===== src/hw/rtl/lrsp_pkg.sv =====
`default_nettype none

package lrsp_pkg;

  typedef enum logic [1:0] {
    PH_OP  = 2'd0,
    PH_ID  = 2'd1,
    PH_LEN = 2'd2,
    PH_STR = 2'd3
  } phase_t;

  localparam logic [7:0] OP_BYTE_INSERT     = 8'h01;
  localparam logic [7:0] OP_BYTE_UPDATE     = 8'h02;
  localparam logic [7:0] OP_BYTE_DELETE     = 8'h03;
  localparam logic [7:0] OP_BYTE_COMMIT     = 8'hFF;
  localparam logic [7:0] OP_BYTE_ROLLBACK   = 8'hFE;
  localparam logic [7:0] OP_BYTE_CHECKPOINT = 8'hFD;

  localparam logic [2:0] OP_INSERT     = 3'd0;
  localparam logic [2:0] OP_UPDATE     = 3'd1;
  localparam logic [2:0] OP_DELETE     = 3'd2;
  localparam logic [2:0] OP_COMMIT     = 3'd3;
  localparam logic [2:0] OP_ROLLBACK   = 3'd4;
  localparam logic [2:0] OP_CHECKPOINT = 3'd5;

  localparam logic [2:0] ROLE_OP      = 3'd0;
  localparam logic [2:0] ROLE_ID      = 3'd1;
  localparam logic [2:0] ROLE_LEN     = 3'd2;
  localparam logic [2:0] ROLE_TABLE   = 3'd3;
  localparam logic [2:0] ROLE_KEY     = 3'd4;
  localparam logic [2:0] ROLE_PAYLOAD = 3'd5;
  localparam logic [2:0] ROLE_DISCARD = 3'd6;

  localparam logic [1:0] ST_OK      = 2'd0;
  localparam logic [1:0] ST_BAD_OP  = 2'd1;
  localparam logic [1:0] ST_TRUNC   = 2'd2;
  localparam logic [1:0] ST_HALTED  = 2'd3;

  localparam logic [1:0] SLOT_PAYLOAD = 2'd2;

  typedef struct packed {
    phase_t      phase;
    logic [2:0]  byte_count;
    logic [31:0] bytes_left;
    logic [63:0] id_accum;
    logic [31:0] len_accum;
    logic [2:0]  held_op;
    logic [1:0]  string_slot;
    logic        halted;
  } state_t;

  localparam state_t STATE_RESET = '{
    phase:       PH_OP,
    byte_count:  3'd0,
    bytes_left:  32'd0,
    id_accum:    64'd0,
    len_accum:   32'd0,
    held_op:     3'd0,
    string_slot: 2'd0,
    halted:      1'b0
  };

  typedef struct packed {
    logic [2:0]  byte_role;
    logic [2:0]  op_kind;
    logic [63:0] txn_ident;
    logic [31:0] string_length;
    logic        record_done;
    logic [1:0]  parse_status;
    logic        end_echo;
  } result_t;

endpackage

`default_nettype wire


===== src/hw/rtl/log_record_stream_parser_core.sv =====
// Write-ahead-log record parser, one log byte per beat.
// Input channel: in_valid/in_ready with in_log_byte and in_log_end; a beat
// with in_log_end high is the last byte of the log buffer.
// Result channel: out_valid/out_ready; every input beat yields exactly one
// result beat carrying the byte's role, the current op, the transaction id
// and string length assembled so far (op, id and length read zero on a
// discarded byte), a record-done flag, a status code and an echo of the
// end flag. The result of an accepted beat is registered and shown in the
// cycle after it is accepted. Throughput is one byte per cycle while
// out_ready stays high; the parse state register and the result register
// load on the same accept, so this single register stage sets the rate.
// in_ready is high whenever the result register is empty or is being
// drained in the same cycle. When the receiver stalls, the pending result
// holds and in_ready drops until it is taken.
// Reset is synchronous and active low; it empties the result register and
// returns the parser to waiting for an op byte. The parser also returns to
// that state after every beat that carries the end flag.
`default_nettype none

module log_record_stream_parser_core (
  input  wire  logic        clk,
  input  wire  logic        rst_n,
  input  wire  logic        in_valid,
  output logic              in_ready,
  input  wire  logic [7:0]  in_log_byte,
  input  wire  logic        in_log_end,
  output logic              out_valid,
  input  wire  logic        out_ready,
  output logic [2:0]        out_byte_role,
  output logic [2:0]        out_op_kind,
  output logic [63:0]       out_txn_ident,
  output logic [31:0]       out_string_length,
  output logic              out_record_done,
  output logic [1:0]        out_parse_status,
  output logic              out_end_echo
);

  lrsp_pkg::state_t  state_r;
  lrsp_pkg::state_t  state_nxt;
  lrsp_pkg::result_t res_nxt;
  lrsp_pkg::result_t res_r;
  logic              accept;

  assign in_ready = !out_valid || out_ready;
  assign accept   = in_valid && in_ready;

  lrsp_state_reg u_state (
    .clk       (clk),
    .rst_n     (rst_n),
    .load      (accept),
    .state_nxt (state_nxt),
    .state_r   (state_r)
  );

  lrsp_step u_step (
    .cur      (state_r),
    .log_byte (in_log_byte),
    .log_end  (in_log_end),
    .nxt      (state_nxt),
    .res      (res_nxt)
  );

  lrsp_out_reg u_out (
    .clk       (clk),
    .rst_n     (rst_n),
    .load      (accept),
    .res_nxt   (res_nxt),
    .out_ready (out_ready),
    .out_valid (out_valid),
    .res_r     (res_r)
  );

  assign out_byte_role     = res_r.byte_role;
  assign out_op_kind       = res_r.op_kind;
  assign out_txn_ident     = res_r.txn_ident;
  assign out_string_length = res_r.string_length;
  assign out_record_done   = res_r.record_done;
  assign out_parse_status  = res_r.parse_status;
  assign out_end_echo      = res_r.end_echo;

endmodule

`default_nettype wire


===== src/hw/rtl/lrsp_step.sv =====
`default_nettype none

module lrsp_step (
  input  wire  lrsp_pkg::state_t  cur,
  input  wire  logic [7:0]        log_byte,
  input  wire  logic              log_end,
  output lrsp_pkg::state_t        nxt,
  output lrsp_pkg::result_t       res
);

  always_comb begin
    lrsp_pkg::state_t s;
    logic             normal;
    logic             done;
    logic             fin;
    logic [1:0]       k;
    logic [31:0]      len_base;
    logic [31:0]      left_dec;
    logic             op_ok;
    logic [2:0]       op_val;

    s        = cur;
    normal   = 1'b0;
    done     = 1'b0;
    fin      = 1'b0;
    k        = cur.byte_count[1:0];
    len_base = (k == 2'd0) ? 32'd0 : cur.len_accum;
    left_dec = cur.bytes_left - 32'd1;
    op_ok    = 1'b1;
    op_val   = lrsp_pkg::OP_INSERT;

    case (log_byte)
      lrsp_pkg::OP_BYTE_INSERT:     op_val = lrsp_pkg::OP_INSERT;
      lrsp_pkg::OP_BYTE_UPDATE:     op_val = lrsp_pkg::OP_UPDATE;
      lrsp_pkg::OP_BYTE_DELETE:     op_val = lrsp_pkg::OP_DELETE;
      lrsp_pkg::OP_BYTE_COMMIT:     op_val = lrsp_pkg::OP_COMMIT;
      lrsp_pkg::OP_BYTE_ROLLBACK:   op_val = lrsp_pkg::OP_ROLLBACK;
      lrsp_pkg::OP_BYTE_CHECKPOINT: op_val = lrsp_pkg::OP_CHECKPOINT;
      default:                      op_ok  = 1'b0;
    endcase

    res               = '0;
    res.byte_role     = lrsp_pkg::ROLE_DISCARD;
    res.parse_status  = lrsp_pkg::ST_OK;
    res.end_echo      = log_end;

    if (cur.halted) begin
      res.parse_status = lrsp_pkg::ST_HALTED;
    end else begin
      case (cur.phase)
        lrsp_pkg::PH_ID: begin
          s.id_accum = cur.id_accum | ({56'd0, log_byte} << {cur.byte_count, 3'b000});
          if (cur.byte_count == 3'd7) begin
            s.byte_count = 3'd0;
            s.phase      = lrsp_pkg::PH_LEN;
          end else begin
            s.byte_count = cur.byte_count + 3'd1;
          end
          res.byte_role = lrsp_pkg::ROLE_ID;
          normal        = 1'b1;
        end
        lrsp_pkg::PH_LEN: begin
          s.len_accum   = len_base | ({24'd0, log_byte} << {k, 3'b000});
          res.byte_role = lrsp_pkg::ROLE_LEN;
          if (k == 2'd3) begin
            s.byte_count = 3'd0;
            if (s.len_accum == 32'd0) begin
              fin = 1'b1;
            end else begin
              s.bytes_left = s.len_accum;
              s.phase      = lrsp_pkg::PH_STR;
            end
          end else begin
            s.byte_count = {1'b0, k + 2'd1};
          end
          normal = 1'b1;
        end
        lrsp_pkg::PH_STR: begin
          case (cur.string_slot)
            2'd0:    res.byte_role = lrsp_pkg::ROLE_TABLE;
            2'd1:    res.byte_role = lrsp_pkg::ROLE_KEY;
            default: res.byte_role = lrsp_pkg::ROLE_PAYLOAD;
          endcase
          s.bytes_left = left_dec;
          fin          = (left_dec == 32'd0);
          normal       = 1'b1;
        end
        default: begin
          if (!op_ok) begin
            res.parse_status = lrsp_pkg::ST_BAD_OP;
            s.halted         = 1'b1;
          end else begin
            s.held_op     = op_val;
            s.id_accum    = 64'd0;
            s.len_accum   = 32'd0;
            s.byte_count  = 3'd0;
            s.bytes_left  = 32'd0;
            s.string_slot = 2'd0;
            s.phase       = lrsp_pkg::PH_ID;
            res.byte_role = lrsp_pkg::ROLE_OP;
            normal        = 1'b1;
          end
        end
      endcase
    end

    if (fin) begin
      if (cur.string_slot >= lrsp_pkg::SLOT_PAYLOAD) begin
        s.string_slot = 2'd0;
        s.phase       = lrsp_pkg::PH_OP;
        done          = 1'b1;
      end else begin
        s.string_slot = cur.string_slot + 2'd1;
        s.phase       = lrsp_pkg::PH_LEN;
      end
    end

    if (normal) begin
      res.op_kind       = s.held_op;
      res.txn_ident     = s.id_accum;
      res.string_length = s.len_accum;
      if (log_end && !done) begin
        res.parse_status = lrsp_pkg::ST_TRUNC;
      end
    end
    res.record_done = done;

    nxt = log_end ? lrsp_pkg::STATE_RESET : s;
  end

endmodule

`default_nettype wire


===== src/hw/rtl/lrsp_state_reg.sv =====
`default_nettype none

module lrsp_state_reg (
  input  wire  logic              clk,
  input  wire  logic              rst_n,
  input  wire  logic              load,
  input  wire  lrsp_pkg::state_t  state_nxt,
  output lrsp_pkg::state_t        state_r
);

  always_ff @(posedge clk) begin
    if (!rst_n) begin
      state_r <= lrsp_pkg::STATE_RESET;
    end else if (load) begin
      state_r <= state_nxt;
    end
  end

endmodule

`default_nettype wire


===== src/hw/rtl/lrsp_out_reg.sv =====
`default_nettype none

module lrsp_out_reg (
  input  wire  logic               clk,
  input  wire  logic               rst_n,
  input  wire  logic               load,
  input  wire  lrsp_pkg::result_t  res_nxt,
  input  wire  logic               out_ready,
  output logic                     out_valid,
  output lrsp_pkg::result_t        res_r
);

  logic out_valid_r;

  always_ff @(posedge clk) begin
    if (!rst_n) begin
      out_valid_r <= 1'b0;
    end else if (load) begin
      out_valid_r <= 1'b1;
    end else if (out_ready) begin
      out_valid_r <= 1'b0;
    end
  end

  always_ff @(posedge clk) begin
    if (load) begin
      res_r <= res_nxt;
    end
  end

  assign out_valid = out_valid_r;

endmodule

`default_nettype wire


===== config.mk =====
export PLATFORM = sky130hd
export DESIGN_NAME = log_record_stream_parser_core
export DESIGN_NICKNAME = d
export VERILOG_FILES = /design/src/hw/rtl/lrsp_pkg.sv /design/src/hw/rtl/log_record_stream_parser_core.sv /design/src/hw/rtl/lrsp_step.sv /design/src/hw/rtl/lrsp_state_reg.sv /design/src/hw/rtl/lrsp_out_reg.sv
export SDC_FILE = /design/constraint.sdc
export NUM_CORES = 1
export LEC_CHECK = 0
export ABC_AREA = 1
export BUFFER_PORTS_ARGS = -buffer_cell sky130_fd_sc_hd__buf_2
export CELL_PAD_IN_SITES_DETAIL_PLACEMENT = 0
export CELL_PAD_IN_SITES_GLOBAL_PLACEMENT = 2
export CORE_ASPECT_RATIO = 0.6
export CORE_MARGIN = 3
export CORE_UTILIZATION = 35
export CTS_CLUSTER_SIZE = 30
export DETAILED_ROUTE_END_ITERATION = 6
export PLACE_DENSITY_LB_ADDON = 0.1
export SLEW_MARGIN = 20
export SYNTH_ARGS = -nofsm -noshare
export SYNTH_HDL_FRONTEND = slang
export SYNTH_SLANG_ARGS = --single-unit

===== constraint.sdc =====
create_clock -name clk -period 4.88 [get_ports clk]
set_input_delay 0.488 -clock clk [delete_from_list [all_inputs] [get_ports clk]]
set_output_delay 0.488 -clock clk [all_outputs]
set_load 0.02 [all_outputs]

# [Yosys cells after proc, flatten, opt, wreduce, memory -nomap -nowiden]
# Index checks and enable logic that the tools add are counted.
[totals] reg_bits=246 inputBits=13 word_cells=112
[op_classes] addsub=4 magnitude_cmp=1 eq_ne=23 n_shift=2 mux=42 n_bitwise=2 reduce_logical=22
[ops] operator="$mux 139" count=2
[ops] operator="$mux 138" count=1
[ops] operator="$pmux 64 s2" count=1
[ops] operator="$mux 32" count=3
[ops] operator="$pmux 32 s3" count=1
[ops] operator="$logic_not 32->1" count=2
[ops] operator="$or 64x64->64" count=1
[ops] operator="$pmux 32 s2" count=1
[ops] operator="$shl 8x6->64" count=1
[ops] operator="$or 32x32->32" count=1
[ops] operator="$shl 8x5->32" count=1
[ops] operator="$sub 32x1->32 const B" count=1
[ops] operator="$eq 8x8->1 const B" count=3
[ops] operator="$mux 2" count=12
[ops] operator="$eq 8x2->1 const B" count=2
[ops] operator="$pmux 3 s5" count=1
[ops] operator="$pmux 5 s3" count=1
[ops] operator="$mux 1" count=13
[ops] operator="$ne 3x2->1 const B" count=3
[ops] operator="$pmux 3 s3" count=1
[ops] operator="$eq 8x1->1 const B" count=1
[ops] operator="$ne 4x2->1 const B" count=2
[ops] operator="$reduce_and 4->1" count=2
[ops] operator="$reduce_bool 4->1" count=2
[ops] operator="26 further kinds" count=37

# [Longest topological paths before layout]
# Gate-level depths: netlist of the first run.
[depth] depth_word=13 ltp_mapped=22 mapped_depth_nobuf=20

# [By module]
# From an unflattened synthesis of the first run, not the netlist that was laid out.
[unflattened] hier_cells=2402 area_unflattened_um2=15315.9
[modules_own_cells] mod="lrsp_step" n_inst=1 cells_per_inst=1406 area_each_um2=6329.8 seq_area_each_um2=0.0
[modules_own_cells] mod="lrsp_state_reg" n_inst=1 cells_per_inst=880 area_each_um2=5739.3 seq_area_each_um2=2782.7
[modules_own_cells] mod="lrsp_out_reg" n_inst=1 cells_per_inst=112 area_each_um2=3226.8 seq_area_each_um2=3203.1
[modules_own_cells] mod="log_record_stream_parser_core" n_inst=1 cells_per_inst=4 area_each_um2=20.0 seq_area_each_um2=0.0

# [Worst setup path before layout of the first run]
# Ideal clock, no wire load.
[synth_timing] path_type="in2reg" start="input port out_ready" end="register u_state.state_r[48] (netlist name)" setup_ns=0.110 t_arrival_ns=3.734 path_slack_ns=1.036 path_stages=9 path_buffers=1 cell_sequence="inv_1 -> nand2_1 -> nand2_1 -> inv_1 -> nand2_2 -> buf_2 -> a32o_1 -> nand2_1 -> inv_1"
[synth_via] elab_chain_len=2
[synth_lines] item="from (decl)" line_no="log_record_stream_parser_core.sv:28" source="input wire logic out_ready,"
[synth_lines] item="$logic_or 1x1->1" line_no="log_record_stream_parser_core.sv:44" source="assign in_ready = !out_valid || out_ready;"
[synth_lines] item="named net in_ready" line_no="log_record_stream_parser_core.sv:24" source="output logic in_ready,"
[synth_lines] item="$logic_and 1x1->1" line_no="log_record_stream_parser_core.sv:45" source="assign accept = in_valid && in_ready;"
[synth_lines] item="named net accept" line_no="log_record_stream_parser_core.sv:42" source="logic accept;"
# The timed path passes the listed nets, and every way through them passes these cells.
# A chain may end at the register's enable or synchronous reset.

# [Final worst setup path of the first run]
[layout_timing] start="register u_state.state_r[135] (netlist name)" end="register u_state.state_r[106] (netlist name)"
[layout_via] elab_chain_len=8
[layout_lines] item="parallel branches: the longest is 8 deep, another holds $shl 8x5->32"
# Several ways; the timed one is not identified. The select of a mux whose other input is x is not followed.

==> results of run 1 <==
-- report_power, final --
group          internal, mW  switching, mW  leakage [nW]
Sequential             2.21         0.0314          2.20
Clock                  1.01          0.860         0.371
Combinational         0.191          0.747          3.41
-- through the flow --
stage | power (mW) | hold WS (ps) | area [um^2] | setup slack, ps | std cells
6_report | 5.05 | 229 | 14600 | 1210 | 2311
5_1_grt | 5.26 | 243 | 14600 | 818 | 2311
4_1_cts | 5.08 | 209 | 14600 | 1350 | 2311
3_5_place_dp | 3.21 | 453 | 13900 | 1370 | 2265
3_3_place_gp | 3.21 | 447 | 13900 | 1510 | 2265
2_1_floorplan | 2.88 | 439 | 13000 | 1040 | 1760
-- routing by layer --
metal | vias to the layer above | GRT usage, % | wire length (um)
met1 | 5809 | 42.4 | 26400
met5 | - | 0 | 0
li1 | 5916 | - | -
met4 | 0 | 3.77 | 732
met2 | 498 | 30.0 | 17700
met3 | 57 | 5.18 | 4570
-- worst register-to-register path, stage by stage, from the launching register on --
cell	delay, ps
dfxtp_1	310
inv_2	290
ha_1	490
inv_1	460
a21oi_1	500
nand3_1	170
nor3_1	350
nand3_1	200
nand2_2	140
buf_4	380
a22oi_1	160
nor2_1	150
-- cells by family after synthesis --
logic type	after synthesis
xor+xnor	4
compound gates	331
simple gates	881
fa+ha+maj	9
buf+inv	289
flops	246
-- cell type report --
cell class | count | area [um^2]
repair buffers | 148 | 811
fillers | 3716 | 21200
inverters | 179 | 676
multi-input cells | 1225 | 5820
well taps | 467 | 584
clock inverters | 13 | 90.1
clock buffers | 33 | 666
flip-flops and latches | 246 | 5990
-- Yosys cell counts, types with 2 or more instances --
master / instances
xor2_1: 3
o211ai_1: 15
buf_2: 19
nand3_1: 66
a22oi_1: 44
nand4_1: 42
or2_2: 13
dfxtp_1: 140
buf_4: 12
o21ai_1: 15
nor2_1: 245
nand3b_1: 3
nor4_1: 5
edfxtp_1: 106
inv_2: 16
nand2_4: 7
nand2_1: 463
nand3_2: 2
a21oi_2: 3
o21ai_2: 2
clkbuf_1: 65
a32o_1: 2
buf_1: 10
nand2_2: 8
o22ai_1: 27
o21ai_0: 84
o21a_1: 2
nor3_1: 8
a21oi_1: 131
nor2_4: 7
a41oi_1: 2
buf_6: 4
ha_1: 9
nor3_2: 2
nor2_2: 7
inv_1: 162
-- state kept, by name, indices dropped and copies added, names as in the netlist --
register and flops:
u_state.state_r 139, u_out.res_r 106, u_out.out_valid 1
-- placed cells by master (no fill, tap or decap), types with 3 or more instances in the layout --
cell type	instances
nand4_1	42
clkbuf_1	7
ha_1	9
a22oi_1	44
o22ai_1	27
nor4_1	5
o21ai_0	84
clkinv_1	7
inv_1	160
nand2_4	7
edfxtp_1	106
clkinv_2	5
nand2_1	463
clkbuf_16	25
o211ai_1	15
or2_2	13
nor2_4	8
nand2_2	8
a21oi_2	3
buf_4	28
buf_2	120
nor2_1	244
xor2_1	3
o21ai_1	15
a21oi_1	131
nor3_1	8
inv_2	16
dfxtp_1	140
nand3b_1	3
nand3_1	66
nor2_2	7
-- how the worst max path moves through the flow --
stage,endpoint,slack (ps),cells past startpoint
after detailed placement,u_state.state_r[105],1370,11
after global placement,u_state.state_r[121],1510,11
after floorplan,u_state.state_r[48],1040,9
final,u_state.state_r[106],1210,11
after global routing,u_state.state_r[102],820,11
after CTS,u_state.state_r[106],1350,11
==> impl_metrics.ini, run 1 <==
[synth]
synth.area.mux_share_pct = 0
synth_edf_count = 106
synth_xor_area_share_pct = 0.270
synth-adder-area-share_pct = 0.867
synth_seq_area_share_pct = 46.1
async_flop_share_pct = 0
syn-cell-area_um2 = 13000
ys_warn_count = 0
postSynthCellCount = 1760
yosysUniqueCellTypes = 45
synth_compound_area_share_pct = 14.6
syn_area_per_cell_um2 = 7.38
synth-main-ff-cell = dfxtp_1
synth_top_area_share_pct = 24.5
synth_simple_gate_area_share_pct = 29.0
synth_seq_cells = 246
synth_top_family_by_area = simple AND/OR/NAND/NOR gates
synthTopCellsByArea = edfxtp_1 25%, dfxtp_1 22%, nand2_1 13%
synth.largest_area_cell = edfxtp_1
syn_nets = 1782

[die]
core_area_um2 = 35800
placementRows = 53
die_y_um = 155
start_util_pct = 36.3
die_x_um = 255
io_pins = 121
die_area_um2 = 39500

[worst_setup_path]
cp-start-kind = flip-flop
regToRegSetupSlack_ps = 1210
cp_slowest_cell = ha_1
critical_path_class = flip-flop to flip-flop
cp_num_buf_inv = 3
crit_family = buffers and inverters
path_max_fanout = 32
cp.arrival_ps = 4130
end_kind = flip-flop
critPathRequiredTime_ps = 5340
crit_top_cell = nand3_1
r2r-start = u_state.state_r[135]
reg2reg_to = u_state.state_r[106]
startpoint = u_state.state_r[135]
reg2reg_depth = 11
slowest_delay_ps = 490
cp_cell_sequence = inv_2, ha_1, inv_1, a21oi_1, nand3_1, nor3_1, nand3_1, nand2_2, buf_4, a22oi_1, nor2_1

[min_path]
holdCritStartpoint = out_ready
hold_depth = 4
holdPathEnd = u_out.out_valid
hp-class = input pin to flip-flop

[global_routing]
antenna_found_initial = 0
grt_pass1_vias = 11000
grt_max_degree = 61
track_usage_pct = 24.6
grt_pass1_wl_um = 73200
grt_overflow_total = 0

[clock_network]
cts_root_buffer = clkbuf_16
holdBufCountCts = 0
clkTransAtPathRegs_ps = 60
clock_path_buffers = 3
clk_latency_ps = 560
cts.repair.resized = 0
cts_htree_levels = 1
postCtsSetupBuffers = 0
cts_tree = built
clkSinkCount = 246
numCtsBuffers = 25

[routing]
wl_per_cell_um = 21.4
firstDrtPassIters = 5
vias_per_cell = 5.31
routed_wl_um = 49400
drc = 0
drtIter0Drc = 1185
drtAntennaViolNets = 0
vias = 12300

[timing]
hold_viol_final = 0
grt_setup_unrepaired = no
worstMarginPinSlew_ps = 1100
fin_skew_ps = 30.0
fin_setup_tns_ps = 0
setup_viol = 0
slew_headroom_pct = 26.8
fin_crit_sh_pct = 75.2
fmaxAchievable_mhz = 273
min_period_ps = 3670
drv_slew = 0

[cells_and_area]
fin_util_pct = 40.9
drive_gt1_share_pct = 13.8
nNetsFinal = 1847
area_delta_synth_final_pct = 12.7
diodes = 0

[power_and_ir_drop]
ir_worst_vdd_uv = 233
power_density_nw_per_um2 = 345
p_leak_nw = 5.98

[flow_run]
maxCapViolCount = 0

[place]
place_hpwl_um = 34800
place_congestion = 0.915
port_buffers = 120

[run_status]
status = finished clean
No activity file was read; power rests on OpenSTA's default activity.
==> run 2: changes to the inputs <==
ABC_AREA = 0   (was 1)
CORE_UTILIZATION = 37   (was 35)
clock period = 3.73 ns   (was 4.88 ns; I/O delays follow)
==> run 2 against run 1 <==
Effect of this change:
- critical path depth rose by 1
- final cell count down 21%
- synthesized cell count fell by 27%
- sequential cell count is the same
- utilization up 4.1 points
- power up 23%
- count of clock-buffer cells in the layout rose by 1
- critical endpoint is now u_state.state_r[138]
- largest cell class unchanged
- largest power group is now clock
- highest routed layer is now met5
==> impl_metrics.ini, run 2 <==
[run_status]
status = finished clean

[place]
place_hpwl_um = 27700
place_congestion = 0.863
port_buffers = 120

[synth]
synthTopCellsByArea = edfxtp_1 26%, dfxtp_1 23%, a22oi_1 10%
synth_edf_count = 106
synth_top_area_share_pct = 26.3
synth.largest_area_cell = edfxtp_1
synth_xor_area_share_pct = 0.725
ys_top_cells_by_count = 162 x a22oi_1, 142 x nor2_1, 140 x dfxtp_1
synth-adder-area-share_pct = 0.932
synth.area.mux_share_pct = 0.590
yosysUniqueCellTypes = 74
synth_top_family_by_area = compound AO/OA/AOI/OAI gates
synth_compound_area_share_pct = 22.8
synth_simple_gate_area_share_pct = 21.1
ys_warn_count = 0
postSynthCellCount = 1291
async_flop_share_pct = 0
synth-main-ff-cell = dfxtp_1
yosysMostFrequentCell = a22oi_1
syn_area_per_cell_um2 = 9.36
syn_nets = 1313
syn-cell-area_um2 = 12100
synth_seq_cells = 246
synth_seq_area_share_pct = 49.5

[routing]
vias_per_cell = 5.77
wl_per_cell_um = 22.4
vias = 10500
drc = 0
drtIter0Drc = 1243
routed_wl_um = 40800
drtAntennaViolNets = 0
firstDrtPassIters = 5

[worst_setup_path]
critical_path_class = flip-flop to flip-flop
critPathRequiredTime_ps = 4160
end_kind = flip-flop
cp_slowest_cell = nor3b_2
cp_cell_sequence = inv_1, ha_1, buf_4, nor3b_2, nand4_1, buf_4, a211oi_1, nor3_1, o32ai_2, o22ai_4, a21boi_2, mux2_1
cp.arrival_ps = 3800
cp-start-kind = flip-flop
slowest_delay_ps = 500
crit_top_cell = buf_4
startpoint = u_state.state_r[102]
r2r-start = u_state.state_r[102]
path_max_fanout = 10

[global_routing]
grt_pass1_wl_um = 62100
grt_overflow_total = 0
track_usage_pct = 22.8
antenna_found_initial = 1
grt_pass1_vias = 9656
grt_max_degree = 88

[cells_and_area]
final_common_cell = a22oi_1
n_fill_cell = 3029
mostFrequentLayoutCells = 162 x a22oi_1, 141 x nor2_1, 140 x dfxtp_1
seq_area_um2 = 5990
top_register = u_state.state_r
multi_input_area_um2 = 5590
drive_gt1_share_pct = 17.5
area_delta_synth_final_pct = 17.7
largest_register_ffs = 139
diodes = 0
nNetsFinal = 1410
fin_util_pct = 44.9

[clock_network]
clkTransAtPathRegs_ps = 70
cts_tree = built
cts_root_buffer = clkbuf_16
clk_latency_ps = 540
postCtsSetupBuffers = 0
numCtsBuffers = 26
cts_htree_levels = 1
holdBufCountCts = 0
clkSinkCount = 246
cts.repair.resized = 0
clock_path_buffers = 3

[power_and_ir_drop]
ir_worst_vdd_uv = 275
power_density_nw_per_um2 = 436
p_leak_nw = 4.84

[timing]
fin_setup_tns_ps = 0
hold_viol_final = 0
slew_headroom_pct = 31.4
min_period_ps = 3370
setup_viol = 0
fin_crit_sh_pct = 90.4
fin_skew_ps = 13.1
grt_setup_unrepaired = no
hold_ws_ps = 94.4
drv_slew = 0
fmaxAchievable_mhz = 297
worstMarginPinSlew_ps = 1020

[die]
die_x_um = 239
core_area_um2 = 31700
io_pins = 121
die_y_um = 146
placementRows = 50
die_area_um2 = 34900
start_util_pct = 38.2

[flow_run]
maxCapViolCount = 0

[min_path]
holdCritStartpoint = in_valid
hp-class = input pin to flip-flop
run 2: cell count changes after synthesis, sizes merged, moves of 25 or more:
cell,change
a22oi,+118
nand3,-58
nand4,-35
a21oi,-73
nor2,-117
nand2,-373
o22ai,-25
o21ai,-44
inv,-156
a21boi,+26
a22o,+28
nor2b,+121
nor3,+31
run 2: metrics by stage:
step                total power [mW]  cell area [um^2]  instances  worst slack (ps)
floorplan                       3.17             12100       1291               695
global placement                3.35             13300       1776               486
detailed placement              3.35             13300       1776               456
CTS                             6.26             14200       1824               433
global route                    6.40             14200       1824               185
finish                          6.20             14200       1824               358
run 2: final timing paths:
kind | end | slack, ps | cells past startpoint
setup / recovery | u_state.state_r[138] | 360 | 12
hold / removal | u_out.out_valid | 90 | 3
setup reg to reg | u_state.state_r[138] | 360 | 12
hold reg to reg | u_state.state_r[133] | 480 | 2
run 2: kinds of logic after synthesis:
kind of cell               count (synthesis)
and+or+nand+nor                          496
adders and majority gates                  9
muxes                                      7
buffers and inverters                    132
AOI/OAI and AO/OA                        391
xor gates and xnor gates                  10
DFF                                      246
run 2: metal layers:
layer | up-vias | GRT usage, % | routed length, um
met3 | 51 | 3.66 | 3050
met4 | 2 | 4.47 | 667
li1 | 4925 | - | -
met5 | - | 0 | 7
met1 | 5140 | 38.6 | 21800
met2 | 412 | 29.4 | 15300
run 2: critical path: cells and delay by family, from the launching register on:
kind,cells,cell delay (ps)
AO/OA/AOI/OAI,4,1060
adder cells (fa/ha/maj),1,160
buffers and inverters,3,500
flip-flops,1,400
multiplexers,1,320
AND/OR/NAND/NOR,3,810
run 2: area by class of cell:
| cell class | count | area share [%] |
|---|---|---|
| Clock inverter | 14 | 1.63 |
| Tap cell | 416 | 3.66 |
| Clock buffer | 34 | 5.08 |
| Sequential cell | 246 | 42.1 |
| Inverter | 22 | 0.598 |
| Timing Repair Buffer | 179 | 7.62 |
| Multi-Input combinational cell | 913 | 39.3 |
run 2: where the power goes:
| part | switching [mW] | total [mW] | internal (mW) | leakage, nW |
|---|---|---|---|---|
| clock | 1.12 | 2.91 | 1.78 | 0.460 |
| combinational | 0.310 | 0.417 | 0.108 | 2.19 |
| sequential | 0.0187 | 2.88 | 2.86 | 2.19 |
